`config.mk`:
```
export PLATFORM = sky130hd
export DESIGN_NAME = face_box_postprocess_flat
export DESIGN_NICKNAME = d
export VERILOG_FILES = /design/src/sv/fbp_pkg.sv /design/src/sv/fbp_in_if.sv /design/src/sv/fbp_out_if.sv /design/src/sv/fbp_clip.sv /design/src/sv/face_box_postprocess.sv /design/src/flat_wrapper.sv
export SDC_FILE = /design/constraint.sdc
export NUM_CORES = 2
export LEC_CHECK = 0
export BUFFER_PORTS_ARGS = -buffer_cell sky130_fd_sc_hd__buf_2
export CORE_MARGIN = 1.5
export CORE_UTILIZATION = 65
export DETAILED_ROUTE_END_ITERATION = 8
export PLACE_DENSITY = 0.84
export SLEW_MARGIN = 0
export SYNTH_ARGS = -nofsm -noshare
export SYNTH_HDL_FRONTEND = slang
export SYNTH_SLANG_ARGS = --single-unit
```
`constraint.sdc`:
```
create_clock -name i_clk -period 34.9 [get_ports i_clk]
set_clock_uncertainty 0.1 [all_clocks]
set_input_delay 5.235 -clock i_clk [delete_from_list [all_inputs] [get_ports i_clk]]
set_output_delay 5.235 -clock i_clk [all_outputs]
set_load 0.03 [all_outputs]
```
`src/sv/fbp_pkg.sv`:
```
// ----------------------------------------------------------------------------
// fbp_pkg
// Shared types and constants of the face box post-processing block.
// ----------------------------------------------------------------------------
`default_nettype none

package fbp_pkg;

    localparam int unsigned DIM_W     = 13;
    localparam int unsigned TAG_W     = 16;
    localparam int unsigned EXP_W     = 10;
    localparam int unsigned FRAC_W    = 17;
    localparam int unsigned CFG_IDX_W = 3;

    localparam logic [FRAC_W-1:0] Q16_ONE = 17'd65536;

    // floor(13*w/10) as (w * RECIP_13_10) >> NH_SHIFT, exact for w below 20164.
    localparam logic [19:0] RECIP_13_10 = 20'd681577;
    localparam int unsigned NH_SHIFT    = 19;
    // floor(2*h/3) as (h * RECIP_2_3) >> NW_SHIFT, exact for h below 65536.
    localparam logic [16:0] RECIP_2_3   = 17'd87382;
    localparam int unsigned NW_SHIFT    = 17;

    typedef enum logic [CFG_IDX_W-1:0] {
        CFG_ENABLE        = 3'd0,
        CFG_BOX_EXPANSION = 3'd1,
        CFG_IMAGE_WIDTH   = 3'd2,
        CFG_IMAGE_HEIGHT  = 3'd3,
        CFG_MIN_SIZE      = 3'd4,
        CFG_MAX_SIZE      = 3'd5,
        CFG_MAX_CENTER    = 3'd6
    } t_cfg_idx;

    typedef struct packed {
        logic signed [15:0] l;
        logic signed [15:0] t;
        logic        [13:0] w;
        logic        [13:0] h;
    } t_box;

endpackage

`default_nettype wire

```
`src/sv/fbp_in_if.sv`:
```
// ----------------------------------------------------------------------------
// fbp_in_if
// Valid/ready channel that carries one detected box per beat.
// ----------------------------------------------------------------------------
`default_nettype none

interface fbp_in_if import fbp_pkg::*; ();
    logic                    valid;
    logic                    ready;
    logic signed [DIM_W-1:0] box_left;
    logic signed [DIM_W-1:0] box_top;
    logic        [DIM_W-1:0] box_width;
    logic        [DIM_W-1:0] box_height;
    logic        [TAG_W-1:0] box_tag;

    modport source (output valid, box_left, box_top, box_width, box_height, box_tag,
                    input ready);
    modport sink   (input valid, box_left, box_top, box_width, box_height, box_tag,
                    output ready);
endinterface

`default_nettype wire

```
`src/sv/fbp_out_if.sv`:
```
// ----------------------------------------------------------------------------
// fbp_out_if
// Valid/ready channel that carries one processed box per beat.
// ----------------------------------------------------------------------------
`default_nettype none

interface fbp_out_if import fbp_pkg::*; ();
    logic                    valid;
    logic                    ready;
    logic signed [DIM_W-1:0] out_left;
    logic signed [DIM_W-1:0] out_top;
    logic        [DIM_W-1:0] out_width;
    logic        [DIM_W-1:0] out_height;
    logic        [TAG_W-1:0] out_tag;

    modport source (output valid, out_left, out_top, out_width, out_height, out_tag,
                    input ready);
    modport sink   (input valid, out_left, out_top, out_width, out_height, out_tag,
                    output ready);
endinterface

`default_nettype wire

```
`src/sv/fbp_clip.sv`:
```
// ----------------------------------------------------------------------------
// fbp_clip
// Intersects a box with the image rectangle; an empty result is 0,0,0,0.
// ----------------------------------------------------------------------------
`default_nettype none

module fbp_clip import fbp_pkg::*; (
    input  t_box             i_box,
    input  logic [DIM_W-1:0] i_img_w,
    input  logic [DIM_W-1:0] i_img_h,
    output t_box             o_box
);

    logic signed [16:0] x0, y0, x1, y1, x1_raw, y1_raw, iw, ih, dx, dy;
    logic               empty;

    always_comb begin
        iw     = {4'b0000, i_img_w};
        ih     = {4'b0000, i_img_h};
        x1_raw = {i_box.l[15], i_box.l} + {3'b000, i_box.w};
        y1_raw = {i_box.t[15], i_box.t} + {3'b000, i_box.h};
        x0     = i_box.l[15] ? 17'sd0 : {1'b0, i_box.l};
        y0     = i_box.t[15] ? 17'sd0 : {1'b0, i_box.t};
        x1     = (x1_raw > iw) ? iw : x1_raw;
        y1     = (y1_raw > ih) ? ih : y1_raw;
        dx     = x1 - x0;
        dy     = y1 - y0;
        empty  = (x1 <= x0) || (y1 <= y0);
        if (empty) begin
            o_box = '0;
        end else begin
            o_box.l = x0[15:0];
            o_box.t = y0[15:0];
            o_box.w = dx[13:0];
            o_box.h = dy[13:0];
        end
    end

endmodule

`default_nettype wire

```
`src/sv/face_box_postprocess.sv`:
```
// ----------------------------------------------------------------------------
// face_box_postprocess
// Grows, reshapes, clips and filters detected face boxes.
// ----------------------------------------------------------------------------
// Boxes enter on i_box and leave on o_box, both valid/ready channels; a beat
// moves at a clock edge where valid and ready are both high. Each box gives
// at most one result beat; a box that fails the size or center-row limits is
// dropped, and the tag travels with the box unchanged.
// The block is a five-register pipeline: input register, expanded and
// clipped box, aspect products, reshaped and clipped box, result register.
// A box moves through these stages in order, and one box can be accepted
// in every cycle unless the receiver stalls and every stage is full.
// When the receiver stalls, the result register holds and the stages behind
// it fill up; i_box.ready stays high while any stage can still move, so up
// to five boxes are held before the input stalls.
// Registers are written through i_cfg_we, i_cfg_index and i_cfg_data; the
// user must write them only while no box is in flight, which the block does
// not enforce. Reset clears the pipeline and loads the register reset values.
// ----------------------------------------------------------------------------
`default_nettype none

module face_box_postprocess import fbp_pkg::*; #(
    parameter int unsigned MAX_IMAGE_DIM = 4096
) (
    input  wire logic                 i_clk,
    input  wire logic                 i_rst_n,
    fbp_in_if.sink                    i_box,
    fbp_out_if.source                 o_box,
    input  wire logic                 i_cfg_we,
    input  wire logic [CFG_IDX_W-1:0] i_cfg_index,
    input  wire logic [FRAC_W-1:0]    i_cfg_data
);

    localparam int unsigned DIM_ALL_ONES = (1 << DIM_W) - 1;
    localparam int unsigned DIM_CAP_INT  =
        (MAX_IMAGE_DIM > DIM_ALL_ONES) ? DIM_ALL_ONES : MAX_IMAGE_DIM;
    localparam logic [DIM_W-1:0] DIM_CAP = DIM_W'(DIM_CAP_INT);

    // Configuration and derived limits.
    logic              r_enable;
    logic [EXP_W-1:0]  r_box_expansion;
    logic [DIM_W-1:0]  r_image_width, r_image_height;
    logic [FRAC_W-1:0] r_min_size_fraction, r_max_size_fraction, r_max_center_fraction;
    logic [DIM_W-1:0]  r_iw_cap, r_ih_cap, r_min_side, r_max_side, r_max_y;
    logic [DIM_W-1:0]  n_iw_cap, n_ih_cap, n_min_side, n_max_side, n_max_y, min_dim;
    logic [FRAC_W-1:0] min_frac, max_frac, ctr_frac;
    logic [29:0]       min_prod, max_prod, ctr_prod;

    // Pipeline.
    logic             r_va, r_vb, r_vc, r_vd, r_vo;
    logic             en_a, en_b, en_c, en_d, en_o;
    t_box             r_a_box, r_b_box, r_c_box, r_d_box;
    logic [TAG_W-1:0] r_a_tag, r_b_tag, r_c_tag, r_d_tag, r_o_tag;
    logic             r_c_wide, r_c_tall;
    logic [13:0]      r_c_nh, r_c_nw;
    logic [DIM_W-1:0] r_o_left, r_o_top, r_o_width, r_o_height;

    t_box               exp_box, clip1_box, n_b_box, adj_box, clip2_box, n_d_box;
    logic [16:0]        h5, w6, w9;
    logic               n_c_wide, n_c_tall;
    logic [33:0]        nh_prod;
    logic [30:0]        nw_prod;
    logic signed [15:0] diff, half;
    logic [14:0]        center_row;
    logic               keep;

    always_ff @(posedge i_clk) begin
        if (!i_rst_n) begin
            r_enable              <= 1'b1;
            r_box_expansion       <= '0;
            r_image_width         <= 13'd640;
            r_image_height        <= 13'd480;
            r_min_size_fraction   <= 17'd3277;
            r_max_size_fraction   <= Q16_ONE;
            r_max_center_fraction <= Q16_ONE;
        end else if (i_cfg_we) begin
            case (t_cfg_idx'(i_cfg_index))
                CFG_ENABLE:        r_enable              <= i_cfg_data[0];
                CFG_BOX_EXPANSION: r_box_expansion       <= i_cfg_data[EXP_W-1:0];
                CFG_IMAGE_WIDTH:   r_image_width         <= i_cfg_data[DIM_W-1:0];
                CFG_IMAGE_HEIGHT:  r_image_height        <= i_cfg_data[DIM_W-1:0];
                CFG_MIN_SIZE:      r_min_size_fraction   <= i_cfg_data;
                CFG_MAX_SIZE:      r_max_size_fraction   <= i_cfg_data;
                CFG_MAX_CENTER:    r_max_center_fraction <= i_cfg_data;
                default: begin
                end
            endcase
        end
    end

    always_comb begin
        n_iw_cap   = (r_image_width > DIM_CAP) ? DIM_CAP : r_image_width;
        n_ih_cap   = (r_image_height > DIM_CAP) ? DIM_CAP : r_image_height;
        min_frac   = (r_min_size_fraction > Q16_ONE) ? Q16_ONE : r_min_size_fraction;
        max_frac   = (r_max_size_fraction > Q16_ONE) ? Q16_ONE : r_max_size_fraction;
        ctr_frac   = (r_max_center_fraction > Q16_ONE) ? Q16_ONE : r_max_center_fraction;
        min_dim    = (r_iw_cap < r_ih_cap) ? r_iw_cap : r_ih_cap;
        min_prod   = min_dim * min_frac;
        max_prod   = min_dim * max_frac;
        ctr_prod   = r_ih_cap * ctr_frac;
        n_min_side = min_prod[28:16];
        n_max_side = max_prod[28:16];
        n_max_y    = ctr_prod[28:16];
    end

    always_ff @(posedge i_clk) begin
        r_iw_cap   <= n_iw_cap;
        r_ih_cap   <= n_ih_cap;
        r_min_side <= n_min_side;
        r_max_side <= n_max_side;
        r_max_y    <= n_max_y;
    end

    // A stage loads when it is empty or the stage after it loads.
    assign en_o        = !r_vo || o_box.ready;
    assign en_d        = !r_vd || en_o;
    assign en_c        = !r_vc || en_d;
    assign en_b        = !r_vb || en_c;
    assign en_a        = !r_va || en_b;
    assign i_box.ready = en_a;

    // Expansion and first clip.
    always_comb begin
        exp_box.l = r_a_box.l - $signed({6'b000000, r_box_expansion});
        exp_box.t = r_a_box.t - $signed({6'b000000, r_box_expansion});
        exp_box.w = r_a_box.w + {3'b000, r_box_expansion, 1'b0};
        exp_box.h = r_a_box.h + {3'b000, r_box_expansion, 1'b0};
        n_b_box   = r_enable ? clip1_box : r_a_box;
    end

    fbp_clip u_clip_exp (
        .i_box   (exp_box),
        .i_img_w (r_iw_cap),
        .i_img_h (r_ih_cap),
        .o_box   (clip1_box)
    );

    // Aspect tests and the reshaped side lengths.
    always_comb begin
        h5       = {1'b0, r_b_box.h, 2'b00} + {3'b000, r_b_box.h};
        w6       = {1'b0, r_b_box.w, 2'b00} + {2'b00, r_b_box.w, 1'b0};
        w9       = {r_b_box.w, 3'b000} + {3'b000, r_b_box.w};
        n_c_wide = r_enable && (h5 < w6);
        n_c_tall = r_enable && !(h5 < w6) && (h5 > w9);
        nh_prod  = r_b_box.w * RECIP_13_10;
        nw_prod  = r_b_box.h * RECIP_2_3;
    end

    // Recentering and second clip.
    always_comb begin
        diff    = r_c_wide ? ($signed({2'b00, r_c_nh}) - $signed({2'b00, r_c_box.h}))
                           : ($signed({2'b00, r_c_nw}) - $signed({2'b00, r_c_box.w}));
        half    = (diff + $signed({15'd0, diff[15]})) >>> 1;
        adj_box = r_c_box;
        if (r_c_wide) begin
            adj_box.t = r_c_box.t - half;
            adj_box.h = r_c_nh;
        end else if (r_c_tall) begin
            adj_box.l = r_c_box.l - half;
            adj_box.w = r_c_nw;
        end
        n_d_box = r_enable ? clip2_box : r_c_box;
    end

    fbp_clip u_clip_adj (
        .i_box   (adj_box),
        .i_img_w (r_iw_cap),
        .i_img_h (r_ih_cap),
        .o_box   (clip2_box)
    );

    // Size and center-row limits.
    always_comb begin
        center_row = {1'b0, r_d_box.t[13:0]} + {2'b00, r_d_box.h[13:1]};
        keep = !r_enable ||
               !((r_d_box.w < {1'b0, r_min_side}) || (r_d_box.h < {1'b0, r_min_side}) ||
                 (r_d_box.w > {1'b0, r_max_side}) || (r_d_box.h > {1'b0, r_max_side}) ||
                 (center_row > {2'b00, r_max_y}));
    end

    always_ff @(posedge i_clk) begin
        if (!i_rst_n) begin
            r_va <= 1'b0;
            r_vb <= 1'b0;
            r_vc <= 1'b0;
            r_vd <= 1'b0;
            r_vo <= 1'b0;
        end else begin
            if (en_a) r_va <= i_box.valid;
            if (en_b) r_vb <= r_va;
            if (en_c) r_vc <= r_vb;
            if (en_d) r_vd <= r_vc;
            if (en_o) r_vo <= r_vd && keep;
        end
    end

    always_ff @(posedge i_clk) begin
        if (en_a) begin
            r_a_box.l <= {{3{i_box.box_left[DIM_W-1]}}, i_box.box_left};
            r_a_box.t <= {{3{i_box.box_top[DIM_W-1]}}, i_box.box_top};
            r_a_box.w <= {1'b0, i_box.box_width};
            r_a_box.h <= {1'b0, i_box.box_height};
            r_a_tag   <= i_box.box_tag;
        end
        if (en_b) begin
            r_b_box <= n_b_box;
            r_b_tag <= r_a_tag;
        end
        if (en_c) begin
            r_c_box  <= r_b_box;
            r_c_tag  <= r_b_tag;
            r_c_wide <= n_c_wide;
            r_c_tall <= n_c_tall;
            r_c_nh   <= nh_prod[NH_SHIFT+13:NH_SHIFT];
            r_c_nw   <= nw_prod[NW_SHIFT+13:NW_SHIFT];
        end
        if (en_d) begin
            r_d_box <= n_d_box;
            r_d_tag <= r_c_tag;
        end
        if (en_o) begin
            r_o_left   <= r_d_box.l[DIM_W-1:0];
            r_o_top    <= r_d_box.t[DIM_W-1:0];
            r_o_width  <= r_d_box.w[DIM_W-1:0];
            r_o_height <= r_d_box.h[DIM_W-1:0];
            r_o_tag    <= r_d_tag;
        end
    end

    assign o_box.valid      = r_vo;
    assign o_box.out_left   = $signed(r_o_left);
    assign o_box.out_top    = $signed(r_o_top);
    assign o_box.out_width  = r_o_width;
    assign o_box.out_height = r_o_height;
    assign o_box.out_tag    = r_o_tag;

endmodule

`default_nettype wire

```
`src/flat_wrapper.sv`:
```
// flat-port wrapper written by rule: the top's interface ports become plain ports
module face_box_postprocess_flat import fbp_pkg::*;
#(
    parameter int unsigned MAX_IMAGE_DIM = 4096
)
  (i_clk, i_rst_n, i_cfg_we, i_cfg_index, i_cfg_data, i_box_valid, i_box_box_left, i_box_box_top, i_box_box_width, i_box_box_height, i_box_box_tag, i_box_ready, o_box_valid, o_box_out_left, o_box_out_top, o_box_out_width, o_box_out_height, o_box_out_tag, o_box_ready);
  fbp_in_if i_box_i ();
  fbp_out_if o_box_i ();
  input  wire logic i_clk;
  input  wire logic i_rst_n;
  input  wire logic i_cfg_we;
  input  wire logic [CFG_IDX_W-1:0] i_cfg_index;
  input  wire logic [FRAC_W-1:0] i_cfg_data;
  input wire logic [$bits(i_box_i.valid)-1:0] i_box_valid;
  input wire logic [$bits(i_box_i.box_left)-1:0] i_box_box_left;
  input wire logic [$bits(i_box_i.box_top)-1:0] i_box_box_top;
  input wire logic [$bits(i_box_i.box_width)-1:0] i_box_box_width;
  input wire logic [$bits(i_box_i.box_height)-1:0] i_box_box_height;
  input wire logic [$bits(i_box_i.box_tag)-1:0] i_box_box_tag;
  output wire logic [$bits(i_box_i.ready)-1:0] i_box_ready;
  output wire logic [$bits(o_box_i.valid)-1:0] o_box_valid;
  output wire logic [$bits(o_box_i.out_left)-1:0] o_box_out_left;
  output wire logic [$bits(o_box_i.out_top)-1:0] o_box_out_top;
  output wire logic [$bits(o_box_i.out_width)-1:0] o_box_out_width;
  output wire logic [$bits(o_box_i.out_height)-1:0] o_box_out_height;
  output wire logic [$bits(o_box_i.out_tag)-1:0] o_box_out_tag;
  input wire logic [$bits(o_box_i.ready)-1:0] o_box_ready;
  assign i_box_i.valid = i_box_valid;
  assign i_box_i.box_left = i_box_box_left;
  assign i_box_i.box_top = i_box_box_top;
  assign i_box_i.box_width = i_box_box_width;
  assign i_box_i.box_height = i_box_box_height;
  assign i_box_i.box_tag = i_box_box_tag;
  assign i_box_ready = i_box_i.ready;
  assign o_box_valid = o_box_i.valid;
  assign o_box_out_left = o_box_i.out_left;
  assign o_box_out_top = o_box_i.out_top;
  assign o_box_out_width = o_box_i.out_width;
  assign o_box_out_height = o_box_i.out_height;
  assign o_box_out_tag = o_box_i.out_tag;
  assign o_box_i.ready = o_box_ready;
  face_box_postprocess #(.MAX_IMAGE_DIM(MAX_IMAGE_DIM)) u_core (.i_clk(i_clk), .i_rst_n(i_rst_n), .i_box(i_box_i), .o_box(o_box_i), .i_cfg_we(i_cfg_we), .i_cfg_index(i_cfg_index), .i_cfg_data(i_cfg_data));
endmodule
```
==> impl_metrics.csv <==
group,metric,value,unit
sta,grt_setup_unrepaired,"false",
clock_tree,clock_latency,0.71,ns
yosys,yosys.cell_count.top_type,"sky130_fd_sc_hd__inv_1",
detailed_routing,met2RoutedLength,82570,µm
detailed_routing,highest-signal-layer,"met5",
clock_tree,path_clk_slew,0.07,ns
die,dieHeight,308.0,µm
yosys,synth-main-ff-cell,"sky130_fd_sc_hd__edfxtp_1",
finish,finalNonFillerCells,7700,
finish,multi_input_area,0.04147,mm²
clock_tree,holdBufCountCts,0,
detailed_routing,route.met3.wl,19610,µm
setup_path,element_type_at_the_critical_path_start,"flop",
setup_path,largest_fanout_of_any_net_on_the_critical_path,35,
finish,fin_util,0.7032,
clock_tree,cts_tree,"yes",
grt,initial_antenna_violation_count,11,
setup_path,rr_startpoint,"u_core.r_c_nh[2]$_DFFE_PP_",
yosys,synth.avg_cell_area,9.573,µm²
yosys,synth.distinct_cells,116,
die,floorplan.initialDensity,0.6576,
detailed_routing,drt-total-wl,183900,µm
power,power_density_of_the_placed_cells,78.23,mW/mm²
yosys,syn_area,0.06046,mm²
die,pin_count,163,
clock_tree,postCtsSetupBuffers,0,
grt,gr_ovfl_total,0,
finish,fin_area,0.06465,mm²
finish,design.final.nets,7951,
yosys,seq_area_frac_synth,0.2415,
setup_path,worstSetupPathType,"reg -> reg",
finish,register_area,0.01461,mm²
clock_tree,root_buffer,"sky130_fd_sc_hd__clkbuf_16",
detailed_routing,dr_vias,47750,
grt,grt_max_degree,73,
grt,all_layer_gr_usage,0.3896,
yosys,netlist_instances,6316,
detailed_routing,drtPass1Iterations,5,
sta,timing.max_slew.rel_slack,0.1901,
setup_path,cp.required,35.28,ns
die,die-width,308.0,µm
die,core_region_area,0.09194,mm²
sta,fmaxAchievable,0.07061,GHz
setup_path,worst_path_max_delay_cell,"sky130_fd_sc_hd__nand2_2",
yosys,synth_largest_area_cell,"sky130_fd_sc_hd__fa_1",
yosys,synth_commonest_cells,"sky130_fd_sc_hd__inv_1, sky130_fd_sc_hd__ha_1, sky130_fd_sc_hd__nand2_1",
die,die_area,0.09486,mm²
placed_design,place_hpwl,146800,µm
clock_tree,tritoncts_buffer_count,59,
setup_path,setup.reg_to_reg.worst_slack,20.74,ns
setup_path,rr_worst_depth,52,
detailed_routing,remaining_drc_errors,0,
clock_tree,clock_path_buffers,3,
setup_path,timing.rr.end,"u_core.r_d_box[7]$_DFFE_PP_",
detailed_routing,first_iter_violations,4729,
placed_design,dpl-instance-area,0.06261,mm²
finish,filler_cell_count_in_the_final_layout,6848,
finish,synthesis_to_layout_area_growth,6.928,%
sta,final_critical_path_setup_slack,20.74,ns
placed_design,post-place-cells,7582,
placed_design,io_buffers,162,
sta,totalNegativeSetupSlack,0,ns
clock_tree,cts-htree-levels,2,
grt,grt_pass1_wl,278000,µm
setup_path,endpoint,"u_core.r_d_box[7]$_DFFE_PP_",
die,core.rowCount,111,
sta,finalMaxSlewViolations,0,
finish,drive_above_1_share,0.07394,
run_status,outcome,"complete, no violations",
yosys,synth-seq-cells,539,
sta,timing.final.crit_share,0.4058,
placed_design,gp_routability_congestion,1.008,
yosys,post-synth-top-area-fraction,0.2106,
yosys,synth-async-reset-ratio,0,
flow_run,max_cap_violations,0,
setup_path,end_kind,"flop",
placed_design,place_ws,21.13,ns
yosys,yosys_warnings,0,
clock_tree,cts.sinks,539,
power,leakage_power_figure,31.22,nW
detailed_routing,detail_route.wl_per_cell,23.88,µm
setup_path,worst_setup_path_startpoint,"u_core.r_c_nh[2]$_DFFE_PP_",
min_path,holdCritPathClass,"reg -> reg",
yosys,synth-edff-count,381,
setup_path,timing.critical_path.arrival,14.54,ns
sta,worst_pin_slew,1.215,ns
yosys,synthTopCellsByArea,"sky130_fd_sc_hd__fa_1, sky130_fd_sc_hd__edfxtp_1, sky130_fd_sc_hd__ha_1",
setup_path,critical-path-top-cell-by-count,"sky130_fd_sc_hd__o21ai_0",
sta,layout_min_cycle_time,14.16,ns
setup_path,slowest_delay,0.63,ns
clock_tree,postCtsResizedCells,0,
detailed_routing,avgViaCountPerCell,6.202,
sta,finalSetupViolCount,0,
detailed_routing,wl_met1,69340,µm
detailed_routing,remaining_antenna_violation_count_after_routing,0,
sta,timing_hold_violations_final,0,
power,ir_worst_vdd,0.00009358,V
grt,vias_in_the_first_global_route,47950,
## metrics by stage
stage               total power (W)  hold WS [ns]
floorplan                  0.003288        0.3003
global placement           0.004227        0.3005
detailed placement         0.004292        0.3045
CTS                        0.004968        0.3178
global route               0.005381        0.3225
finish                     0.005058        0.3157
## logic make-up after synthesis
group	Yosys count	synth area share
fa+ha+maj	1468	0.3823
buf+inv	1178	0.07383
simple gates	1735	0.1319
mux	70	0.01362
flops	539	0.2415
compound gates	1009	0.1101
xor+xnor	316	0.04662
other cells	1	0.00006202
## flip-flops by register name (all words and copies together) (netlist names), 14 cells and up
| name | cells |
|---|---|
| u_core.r_max_size_fraction | 17 |
| u_core.r_c_nw | 14 |
| u_core.r_a_tag | 16 |
| u_core.r_c_nh | 14 |
| u_core.r_c_tag | 16 |
| u_core.r_min_size_fraction | 17 |
| u_core.r_d_box | 55 |
| u_core.r_a_box | 52 |
| u_core.r_d_tag | 16 |
| u_core.r_max_center_fraction | 17 |
| u_core.r_b_tag | 16 |
| u_core.o_box.out_tag | 16 |
| u_core.r_b_box | 56 |
| u_core.r_c_box | 56 |
## power breakdown
group / total, W / switching, W / internal [W] / leakage, nW
logic: 0.00354 / 0.00218 / 0.00136 / 24.5
registers: 0.000869 / 0.0000832 / 0.000786 / 5.69
clock network: 0.000646 / 0.000288 / 0.000358 / 1.00
## cell usage in the layout (no fill, tap or decap), types with 15 or more instances in the layout
| cell | synthesis | routed |
|---|---|---|
| sky130_fd_sc_hd__clkbuf_16 | 0 | 63 |
| sky130_fd_sc_hd__mux2i_1 | 19 | 18 |
| sky130_fd_sc_hd__a21boi_0 | 18 | 18 |
| sky130_fd_sc_hd__fa_1 | 636 | 636 |
| sky130_fd_sc_hd__nand2_1 | 822 | 819 |
| sky130_fd_sc_hd__nor2b_1 | 119 | 118 |
| sky130_fd_sc_hd__a22o_1 | 30 | 30 |
| sky130_fd_sc_hd__mux2_4 | 15 | 15 |
| sky130_fd_sc_hd__a21oi_1 | 326 | 323 |
| sky130_fd_sc_hd__o21bai_1 | 73 | 73 |
| sky130_fd_sc_hd__nand2b_1 | 59 | 59 |
| sky130_fd_sc_hd__a21o_1 | 113 | 113 |
| sky130_fd_sc_hd__mux2_2 | 35 | 35 |
| sky130_fd_sc_hd__edfxtp_1 | 381 | 381 |
| sky130_fd_sc_hd__nand4_1 | 45 | 45 |
| sky130_fd_sc_hd__o2bb2ai_1 | 16 | 16 |
| sky130_fd_sc_hd__xnor2_1 | 224 | 224 |
| sky130_fd_sc_hd__o21ai_0 | 168 | 168 |
| sky130_fd_sc_hd__xor2_1 | 86 | 86 |
| sky130_fd_sc_hd__a211oi_1 | 15 | 15 |
| sky130_fd_sc_hd__and2_1 | 135 | 135 |
| sky130_fd_sc_hd__nor3_1 | 40 | 40 |
| sky130_fd_sc_hd__ha_1 | 822 | 822 |
| sky130_fd_sc_hd__nor2_1 | 314 | 312 |
| sky130_fd_sc_hd__and3_1 | 23 | 23 |
| sky130_fd_sc_hd__nand3_1 | 73 | 72 |
| sky130_fd_sc_hd__inv_1 | 963 | 960 |
| sky130_fd_sc_hd__o22ai_1 | 26 | 26 |
| sky130_fd_sc_hd__buf_2 | 11 | 162 |
| sky130_fd_sc_hd__or2_2 | 19 | 19 |
| sky130_fd_sc_hd__nor4_1 | 27 | 27 |
| sky130_fd_sc_hd__o21a_1 | 39 | 39 |
| sky130_fd_sc_hd__a32o_1 | 22 | 22 |
| sky130_fd_sc_hd__dfxtp_1 | 158 | 157 |
| sky130_fd_sc_hd__buf_4 | 1 | 71 |
| sky130_fd_sc_hd__or3_1 | 20 | 20 |
| sky130_fd_sc_hd__a31oi_1 | 25 | 25 |
## layout make-up
class / instances / share of cell area
Clock buffer: 79 / 0.02642
Sequential cell: 539 / 0.2259
Inverter: 967 / 0.05620
Clock inverter: 33 / 0.004954
Timing Repair Buffer: 233 / 0.02078
Antenna cell: 6 / 0.0002322
Multi-Input combinational cell: 4600 / 0.6415
Tap cell: 1243 / 0.02406
## worst max-delay path: cells and delay by family (launching register included)
kind / cells / cell delay [ns]
XOR/XNOR: 3 / 0.57
AND/OR/NAND/NOR: 16 / 3.59
flip-flops: 1 / 0.40
AO/OA/AOI/OAI: 24 / 6.01
adder cells (fa/ha/maj): 8 / 2.86
multiplexers: 1 / 0.33
## metal layers
metal | GRT usage | vias up
met3 | 0.08823 | 632
met4 | 0.2134 | 10
met2 | 0.6208 | 2638
met1 | 0.4933 | 23360
met5 | 0 | -
li1 | - | 21120
## worst min path at each step
stage	from	to	slack, ns	depth (start not counted)
final	u_core.r_c_tag[4]$_DFFE_PP_	u_core.r_d_tag[4]$_DFFE_PP_	0.32	0
after floorplan	u_core.r_d_box[44]$_DFFE_PP_	u_core.o_box.out_left[0]$_DFFE_PP_	0.30	0
after CTS	u_core.r_b_box[30]$_DFFE_PP_	u_core.r_c_box[30]$_DFFE_PP_	0.32	0
after global placement	u_core.r_c_tag[10]$_DFFE_PP_	u_core.r_d_tag[10]$_DFFE_PP_	0.30	0
after detailed placement	u_core.r_d_tag[3]$_DFFE_PP_	u_core.o_box.out_tag[3]$_DFFE_PP_	0.30	0
after global routing	u_core.r_a_tag[13]$_DFFE_PP_	u_core.r_b_tag[13]$_DFFE_PP_	0.32	0
Note: power is estimated with default switching activity, not from simulation.
